<file path="config.mk">
export PLATFORM = sky130hd
export DESIGN_NAME = stepper_phase_sequencer_unit
export DESIGN_NICKNAME = d
export VERILOG_FILES = /design/src/rtl/core/sps_pkg.sv /design/src/rtl/core/stepper_phase_sequencer_unit.sv
export SDC_FILE = /design/constraint.sdc
export NUM_CORES = 1
export LEC_CHECK = 0
export ABC_AREA = 1
export BUFFER_PORTS_ARGS = -buffer_cell sky130_fd_sc_hd__buf_2
export CAP_MARGIN = 25
export CORE_AREA = 2 2 97 99
export DETAILED_ROUTE_END_ITERATION = 10
export DIE_AREA = 0 0 99 101
export GPL_ROUTABILITY_DRIVEN = 0
export PLACE_DENSITY = 0.75
export SLEW_MARGIN = 20
export SYNTH_ARGS = -nofsm -noshare
export SYNTH_HDL_FRONTEND = slang
export SYNTH_SLANG_ARGS = --single-unit
</file>
<file path="constraint.sdc">
create_clock -name i_clk -period 2.9 [get_ports i_clk]
set_clock_uncertainty 0.05 [all_clocks]
set_input_delay 0.435 -clock i_clk [delete_from_list [all_inputs] [get_ports i_clk]]
set_output_delay 0.435 -clock i_clk [all_outputs]
set_load 0.02 [all_outputs]
</file>
<file path="src/rtl/core/sps_pkg.sv">
// Shared constants, types and helpers for the stepper phase sequencer.
// No dependencies; imported by stepper_phase_sequencer_unit.
`timescale 1ns / 1ps

package sps_pkg;

    // Field widths
    localparam int MODE_W  = 2;
    localparam int SPEED_W = 12;
    localparam int PHASE_W = 2;

    // Rate limits and mm/s scale (1288 / 129 = 9)
    localparam int MAX_RATE    = 1288;
    localparam int MM_S_FULL   = 129;
    localparam int MM_S_SCALE  = MAX_RATE / MM_S_FULL;
    localparam int PHASE_COUNT = 4;

    // Countdown / quotient width and divider iteration counter width
    localparam int CNT_W  = $clog2(MAX_RATE + 1);
    localparam int ITER_W = $clog2(CNT_W);

    // Widened product width for the mm/s scaling
    localparam int PROD_W = SPEED_W + 5;

    // Input mode codes
    localparam logic [MODE_W-1:0] MODE_TICK    = 2'd0;
    localparam logic [MODE_W-1:0] MODE_SET_MM  = 2'd1;
    localparam logic [MODE_W-1:0] MODE_SET_RAW = 2'd2;

    // Controller states, one-hot
    typedef enum logic [1:0] {
        ST_IDLE = 2'b01,
        ST_DIV  = 2'b10
    } t_state;

    typedef struct packed {
        logic a;
        logic b;
        logic c;
        logic d;
    } t_coils;

    // Full-step coil pattern per phase
    function automatic t_coils coil_pattern(input logic [PHASE_W-1:0] phase);
        t_coils pat;
        unique case (phase)
            2'd0:    pat = '{a: 1'b0, b: 1'b1, c: 1'b1, d: 1'b0};
            2'd1:    pat = '{a: 1'b1, b: 1'b0, c: 1'b1, d: 1'b0};
            2'd2:    pat = '{a: 1'b1, b: 1'b0, c: 1'b0, d: 1'b1};
            default: pat = '{a: 1'b0, b: 1'b1, c: 1'b0, d: 1'b1};
        endcase
        return pat;
    endfunction

    // Saturate a widened signed rate to +-MAX_RATE
    function automatic logic signed [SPEED_W-1:0] clamp_rate(
        input logic signed [PROD_W-1:0] r
    );
        logic signed [SPEED_W-1:0] res;
        if (r > $signed(PROD_W'(MAX_RATE))) begin
            res = $signed(SPEED_W'(MAX_RATE));
        end else if (r < -$signed(PROD_W'(MAX_RATE))) begin
            res = -$signed(SPEED_W'(MAX_RATE));
        end else begin
            res = r[SPEED_W-1:0];
        end
        return res;
    endfunction

endpackage

</file>
<file path="src/rtl/core/stepper_phase_sequencer_unit.sv">
// Stepper phase sequencer top level: speed set, countdown, phase stepping.
// Depends on sps_pkg; contains a bit-serial restoring divider for the reload.
`timescale 1ns / 1ps
//
//  channel   direction  signals                               handshake
//  ------    ---------  ------------------------------------  -------------------
//  input     in         i_mode, i_speed_value                 i_valid / o_ready
//  result    out        o_coil_a..d, o_phase_index, o_stepped  o_valid / i_ready
//
//  A tick (or unused mode) is handled directly in the idle state. For a speed
//  set, the reload value MAX_RATE / |rate| is formed one quotient bit per
//  cycle by the serial divider, during which o_ready is low.
//  Reset clears phase, countdown and rate; the first result shows phase 0.
//  A held result (i_ready low) blocks new input transactions until taken.

module stepper_phase_sequencer_unit (
    input  logic                         i_clk,
    input  logic                         i_rst_n,
    input  logic                         i_valid,
    output logic                         o_ready,
    input  logic [sps_pkg::MODE_W-1:0]   i_mode,
    input  logic signed [sps_pkg::SPEED_W-1:0] i_speed_value,
    output logic                         o_valid,
    input  logic                         i_ready,
    output logic                         o_coil_a,
    output logic                         o_coil_b,
    output logic                         o_coil_c,
    output logic                         o_coil_d,
    output logic [sps_pkg::PHASE_W-1:0]  o_phase_index,
    output logic                         o_stepped
);
    import sps_pkg::*;

    t_state                      r_state, n_state;
    logic [PHASE_W-1:0]          r_phase, n_phase;
    logic [CNT_W-1:0]            r_count, n_count;
    logic signed [SPEED_W-1:0]   r_rate, n_rate;
    logic [CNT_W-1:0]            r_mag, n_mag;
    logic [CNT_W-1:0]            r_quot, n_quot;
    logic [CNT_W-1:0]            r_rem, n_rem;
    logic [ITER_W-1:0]           r_iter, n_iter;
    logic                        r_out_valid, n_out_valid;
    logic [PHASE_W-1:0]          r_out_phase, n_out_phase;
    logic                        r_out_step, n_out_step;

    logic                        accept;
    logic signed [PROD_W-1:0]    speed_ext;
    logic signed [PROD_W-1:0]    speed_scaled;
    logic signed [SPEED_W-1:0]   rate_new;
    logic [SPEED_W-1:0]          rate_neg;
    logic [CNT_W:0]              trial;
    logic [CNT_W:0]              trial_diff;
    t_coils                      coils;

    assign o_ready = (r_state == ST_IDLE) && (!r_out_valid || i_ready);
    assign accept  = i_valid && o_ready;

    // mm/s scaling by 9 as shift and add, then saturation
    assign speed_ext    = PROD_W'(i_speed_value);
    assign speed_scaled = (speed_ext <<< 3) + speed_ext;
    always_comb begin
        if (i_mode == MODE_SET_MM) begin
            rate_new = clamp_rate(speed_scaled);
        end else begin
            rate_new = clamp_rate(speed_ext);
        end
    end
    assign rate_neg = SPEED_W'(-rate_new);

    // Restoring divider step: one quotient bit per cycle
    assign trial      = {r_rem, r_quot[CNT_W-1]};
    assign trial_diff = trial - {1'b0, r_mag};

    always_comb begin
        n_state     = r_state;
        n_phase     = r_phase;
        n_count     = r_count;
        n_rate      = r_rate;
        n_mag       = r_mag;
        n_quot      = r_quot;
        n_rem       = r_rem;
        n_iter      = r_iter;
        n_out_valid = r_out_valid;
        n_out_phase = r_out_phase;
        n_out_step  = r_out_step;

        if (o_valid && i_ready) begin
            n_out_valid = 1'b0;
        end

        unique case (r_state)
            ST_IDLE: begin
                if (accept) begin
                    n_out_valid = 1'b1;
                    n_out_step  = 1'b0;
                    n_out_phase = r_phase;
                    priority if (i_mode == MODE_SET_MM || i_mode == MODE_SET_RAW) begin
                        // new rate; reload value is computed serially
                        n_rate  = rate_new;
                        n_mag   = rate_new[SPEED_W-1] ? rate_neg[CNT_W-1:0]
                                                      : rate_new[CNT_W-1:0];
                        n_quot  = CNT_W'(MAX_RATE);
                        n_rem   = '0;
                        n_iter  = '0;
                        n_state = ST_DIV;
                    end else if (i_mode == MODE_TICK && r_rate != '0) begin
                        if (r_count <= CNT_W'(1)) begin
                            // expired: step and reload (r_quot holds the reload)
                            n_phase = r_rate[SPEED_W-1] ? r_phase - PHASE_W'(1)
                                                        : r_phase + PHASE_W'(1);
                            n_count     = r_quot;
                            n_out_phase = n_phase;
                            n_out_step  = 1'b1;
                        end else begin
                            n_count = r_count - CNT_W'(1);
                        end
                    end else begin
                        // stopped tick or unused mode: hold
                        n_out_step = 1'b0;
                    end
                end
            end
            ST_DIV: begin
                if (!trial_diff[CNT_W]) begin
                    n_rem  = trial_diff[CNT_W-1:0];
                    n_quot = {r_quot[CNT_W-2:0], 1'b1};
                end else begin
                    n_rem  = trial[CNT_W-1:0];
                    n_quot = {r_quot[CNT_W-2:0], 1'b0};
                end
                n_iter = r_iter + ITER_W'(1);
                if (r_iter == ITER_W'(CNT_W - 1)) begin
                    n_state = ST_IDLE;
                end
            end
            default: begin
                n_state = ST_IDLE;
            end
        endcase
    end

    // Control state
    always_ff @(posedge i_clk) begin
        if (!i_rst_n) begin
            r_state     <= ST_IDLE;
            r_phase     <= '0;
            r_count     <= '0;
            r_rate      <= '0;
            r_out_valid <= 1'b0;
        end else begin
            r_state     <= n_state;
            r_phase     <= n_phase;
            r_count     <= n_count;
            r_rate      <= n_rate;
            r_out_valid <= n_out_valid;
        end
    end

    // Divider datapath and result payload
    always_ff @(posedge i_clk) begin
        r_mag       <= n_mag;
        r_quot      <= n_quot;
        r_rem       <= n_rem;
        r_iter      <= n_iter;
        r_out_phase <= n_out_phase;
        r_out_step  <= n_out_step;
    end

    // Result outputs
    assign coils         = coil_pattern(r_out_phase);
    assign o_valid       = r_out_valid;
    assign o_coil_a      = coils.a;
    assign o_coil_b      = coils.b;
    assign o_coil_c      = coils.c;
    assign o_coil_d      = coils.d;
    assign o_phase_index = r_out_phase;
    assign o_stepped     = r_out_step;

endmodule
</file>
Word level (Yosys, flattened, before mapping)
Cells that the tools add are included.
{"block": "totals", "in_bits": 18, "reg_bits": 68, "out_inout_bits": 9, "elab_cells": 83}
{"block": "op_classes", "eq_ne": 10, "order_cmp": 5, "addsub": 7, "n_bitwise": 2, "reduce_logical": 17, "muxes": 31}
{"cell": "two-way mux 11 bit", "n": 7}
{"cell": "two-way mux 12 bit", "n": 5}
{"cell": "one-hot mux 11 bit (2 select lines)", "n": 2}
{"cell": "adder 15 x 12 -> 16 bit", "n": 1}
{"cell": "> comparator 16 x 12 -> 1 bit (second input constant)", "n": 1}
{"cell": "< comparator 16 x 12 -> 1 bit (second input constant)", "n": 1}
{"cell": "two-way mux 2 bit", "n": 7}
{"cell": "> comparator 12 bit (second input constant)", "n": 1}
{"cell": "< comparator 12 bit (second input constant)", "n": 1}
{"cell": "one-hot mux 4 bit (3 select lines)", "n": 1}
{"cell": "nonzero test 12 bit", "n": 1}
{"cell": "subtractor 12 x 11 -> 12 bit", "n": 1}
{"cell": "less-or-equal comparator 11 x 1 -> 1 bit (second input constant)", "n": 1}
{"cell": "negator 11 bit", "n": 1}
{"cell": "subtractor 11 x 1 -> 11 bit (second input constant)", "n": 1}
{"cell": "AND reduction 3 bit", "n": 3}
{"cell": "two-way mux 4 bit", "n": 2}
{"cell": "one-hot mux 4 bit (2 select lines)", "n": 1}
{"cell": "== test 2 x 1 -> 1 bit (second input constant)", "n": 3}
{"cell": "== test 2 bit (second input constant)", "n": 3}
{"cell": "two-way mux 1 bit", "n": 5}
{"cell": "adder 4 x 1 -> 4 bit (second input constant)", "n": 1}
{"cell": "== test 4 bit (second input constant)", "n": 1}
{"cell": "logical AND 1 bit", "n": 4}
{"cell": "13 further kinds", "n": 17}

Depth between registers and ports, before layout
{"block": "depth", "ltp_word": 7, "mapped_depth": 28}

Worst setup path after synthesis
No wires, ideal clock.
{"block": "synth_path", "kind": "input -> register", "start": "input i_speed_value[0] (netlist bit)", "end": "register r_mag[10], data pin", "n_path_buf": 0, "stages": 26, "required_ps": 2597, "t_arrival_ps": 2851, "slack_ps": -254, "path_cell_list": "ha_1 > inv_1 > fa_1 > inv_1 > nand2_1 > nand2_1 > nand3_1 > nand2_1 > nand2_1 > nand2_1 > nand3_1 > nor2_1 > nand2_1 > a21oi_4 > nand2_1 > nand2_1 > inv_1 > nor2_1 > inv_1 > ha_1 > nand2_1 > nor2_2 > nand3_2 > nand2_1 > nand3_1 > nand2_1"}
{"block": "synth_via", "elab_chain_len": 7}
{"element": "start: declaration", "line": "stepper_phase_sequencer_unit.sv:22", "rtl": "input logic signed [sps_pkg::SPEED_W-1:0] i_speed_value,"}
{"element": "adder 15 x 12 -> 16 bit", "line": "stepper_phase_sequencer_unit.sv:60", "rtl": "assign speed_scaled = (speed_ext <<< 3) + speed_ext;"}
{"element": "< comparator 16 x 12 -> 1 bit", "line": "sps_pkg.sv:62", "rtl": "end else if (r < -$signed(PROD_W'(MAX_RATE))) begin"}
{"element": "two-way mux 12 bit", "line": "sps_pkg.sv:62"}
{"element": "two-way mux 12 bit", "line": "sps_pkg.sv:60", "rtl": "if (r > $signed(PROD_W'(MAX_RATE))) begin"}
{"element": "two-way mux 12 bit *", "line": "stepper_phase_sequencer_unit.sv:62", "rtl": "if (i_mode == MODE_SET_MM) begin"}
{"element": "negator 11 bit", "line": "stepper_phase_sequencer_unit.sv:68", "rtl": "assign rate_neg = SPEED_W'(-rate_new);"}
{"element": "two-way mux 11 bit *", "line": "stepper_phase_sequencer_unit.sv:100", "rtl": "n_mag = rate_new[SPEED_W-1] ? rate_neg[CNT_W-1:0]"}
{"element": "end signal: assignment", "line": "stepper_phase_sequencer_unit.sv:161", "rtl": "r_mag <= n_mag;"}
{"element": "end: declaration", "line": "stepper_phase_sequencer_unit.sv:38", "rtl": "logic [CNT_W-1:0] r_mag, n_mag;"}
Every way passes the cells marked *; elsewhere a longest branch is shown, timed or not.
A chain may end at the register's enable or synchronous reset.

Worst setup path in the final report
{"block": "layout_path", "start": "input i_speed_value[6] (netlist bit)", "end": "register r_mag[4], data pin"}
Same word-level chain as after synthesis.

==> results.yml <==
floorplanning:
  core-area_um2: 8980
  die_area_um2: 10000
  initial_core_util: 0.544
  num_io_pins: 27
  row_count: 35
  die_h_um: 101
  die_w_um: 99
global_routing:
  busiest_layer: "met2"
  grt_pass1_vias: 4539
  antenna_found_initial: 0
  grtUsageMet3: 0.0465
  track_usage: 0.241
  grt_overflow: 0
  grt_use_met1: 0.290
  grt_max_degree: 30
  met2_usage: 0.425
  grt_pass1_wl_mm: 19.4
worst_hold_path:
  hp-start: "i_ready"
  whs_path_depth: 4
  whs_endpoint: "o_valid"
  hp-class: "input pin to flip-flop"
layout:
  fin_nets: 822
  drive_gt1_frac: 0.223
  final_cell_mix: "154 x nand2_1, 117 x inv_1, 64 x buf_4, 55 x nor2_1, 40 x edfxtp_1"
  multi_input_area_um2: 2810
  nFillCells: 739
  register_area_um2: 1760
  syn_to_final_growth_pct: 23.4
  final_core_util: 0.671
  diodes: 0
  final_cells: 882
  final_common_cell: "nand2_1"
clock_network:
  clkLatencyLatePin_ps: 350
  clk_pin_slew_worst_paths_ps: 80
  numClockSinks: 68
  h-tree-depth: 3
  cts-root-buf: "clkbuf_8"
  cts_tree: "done"
  cts_buffers: 9
  clockBufferDepth: 2
  cts_hold_repair.buffers: 0
power_and_ir_drop:
  ir_drop_v: 0.000483
  power.total_w: 0.00292
  p_leak_nw: 3.01
  powerDensity_nw_per_um2: 484
worst_setup_path:
  critPathCaptureType: "flip-flop"
  required_ps: 2950
  timing.rr.end: "r_rem[0]"
  worstRegToRegCells: 12
  cp-start-kind: "input pin"
  reg2reg_from: "r_rem[1]"
  crit_type: "input pin to flip-flop"
  r2r_setup_slack_ps: 210
  cp.arrival_ps: 2940
  worstPathMaxFanout: 4
run_status:
  status: "finished clean"
synth:
  syn_inst: 673
  synth_area_leaders: "edfxtp_1 25%, nand2_1 13%, dfxtp_1 11%"
  synth_top_area_cell: "edfxtp_1"
  synth_area_um2: 4880
  synth_top_area_share: 0.246
  synth.distinct_cells: 40
  yosysWarnings: 0
  yosysSeqAreaShare: 0.361
  synth.ff_latch_count: 68
  synth_nets: 729
  synth.avg_cell_area_um2: 7.26
job:
  max_cap_violations: 0
sta:
  setup_tns_ps: 0
  rsz0062_at_grt: "yes"
  fin_crit_ps: 2890
  slew_headroom: 0.480
  hold_viol_final: 0
  fin_ws_ps: 5.63
  drv_slew: 0
  setup_viol: 0
  clock.fmax_mhz: 345
  worst_slew_pin_slew_ps: 775
  timing.final.crit_share: 0.998
route:
  drc: 0
  vias: 4715
  wl_per_cell_um: 13.5
  first_pass_iters: 5
  first_iter_violations: 260
  drtAntennaViolNets: 0
  vias_per_cell: 5.35
  drt-total-wl_mm: 11.9
placed_design:
  portBuffers: 26
  post-dp-hpwl_mm: 8.90
  pre_cts_ws_ps: -461
  place_inst: 860
routing by layer:
| metal | part of all wire | vias up |
|---|---|---|
| met1 | 0.43 | 2208 |
| met5 | 0 | - |
| li1 | - | 2360 |
| met3 | 0.043 | 28 |
| met2 | 0.51 | 119 |
| met4 | 0.025 | 0 |
layout make-up:
| class | instances | share of cell area |
|---|---|---|
| tap | 111 | 0.0230 |
| sequential | 68 | 0.292 |
| clock buffer | 10 | 0.0212 |
| inverter | 124 | 0.0781 |
| timing repair buffer | 92 | 0.108 |
| multi-input combinational | 471 | 0.467 |
| clock inverter | 6 | 0.0108 |
cell families after synthesis:
kind of cell | Yosys count | share of synthesized area
flip-flops | 68 | 0.361
adder cells (fa/ha/maj) | 38 | 0.100
XOR/XNOR | 24 | 0.0446
AND/OR/NAND/NOR | 298 | 0.257
AO/OA/AOI/OAI | 111 | 0.133
buffers and inverters | 134 | 0.104
worst max-delay path by stage:
| stage | slack, ps | endpoint | startpoint |
|---|---|---|---|
| 2_1_floorplan | -110 | r_mag[10] | i_speed_value[0] |
| 3_3_place_gp | -350 | r_mag[10] | i_speed_value[3] |
| 3_5_place_dp | -460 | r_mag[10] | i_speed_value[3] |
| 4_1_cts | 3 | r_mag[10] | i_speed_value[3] |
| 5_1_grt | -190 | r_mag[8] | i_speed_value[5] |
| 6_report | 6 | r_mag[4] | i_speed_value[6] |
worst max-delay path, stage by stage:
cell     delay (ps)
buf_2           130
ha_1            350
nand2_1         130
inv_1            50
nand2_1         110
nand2_1          60
nand2_1          50
nand2_1          50
nor2_2          130
nand3_1         140
nor2_4          140
nand2_2          80
a21oi_4         120
nand2_1          80
nand2_2          70
inv_2            50
nor2_1           90
inv_1            90
ha_4            170
nand2_4          60
nor2_4           50
buf_6           120
nor2_4          100
xor2_1           70
cells in the mapped netlist, drive strengths merged:
| cell type | number |
|---|---|
| nand4 | 5 |
| a21oi | 42 |
| or2 | 6 |
| dfxtp | 28 |
| a211oi | 9 |
| o31ai | 1 |
| nand2 | 171 |
| inv | 122 |
| nor4 | 4 |
| o21ai | 39 |
| o221ai | 1 |
| clkbuf | 4 |
| a32oi | 1 |
| nor2 | 67 |
| clkinv | 2 |
| edfxtp | 40 |
| nor3 | 7 |
| or3 | 1 |
| o211ai | 9 |
| nand3 | 37 |
| buf | 6 |
| o21bai | 4 |
| xor2 | 15 |
| xnor2 | 9 |
| fa | 2 |
| ha | 36 |
| a31oi | 5 |
metrics by stage:
| step | area [um2] | hold WS [ps] |
|---|---|---|
| floorplan | 4910 | 402 |
| global placement | 5590 | 415 |
| detailed placement | 5590 | 426 |
| CTS | 5820 | 292 |
| global route | 6030 | 308 |
| finish | 6030 | 299 |
power by group:
part	total, W	switching [W]	internal [W]
registers	0.00114	0.0000385	0.00110
logic	0.00100	0.000603	0.000400
clock network	0.000772	0.000375	0.000397
total	0.00292	0.00102	0.00190
timing repair:
item / in CTS / in global routing
gates resized for setup: 8 / 46
endpoints found under the setup margin: 5 / 20
pin swaps: 6 / 25
cloned: 0 / 0
buffers inserted: 2 / 4
sequential cells by signal, indices dropped and copies added, names as in the netlist:
name and cells:
r_rate 12, r_count 11, r_mag 11, r_quot 11
r_rem 11, r_iter 4, o_phase_index 2, r_phase 2
r_state 2, o_stepped 1, o_valid 1
No activity file was read; power rests on OpenSTA's default activity.
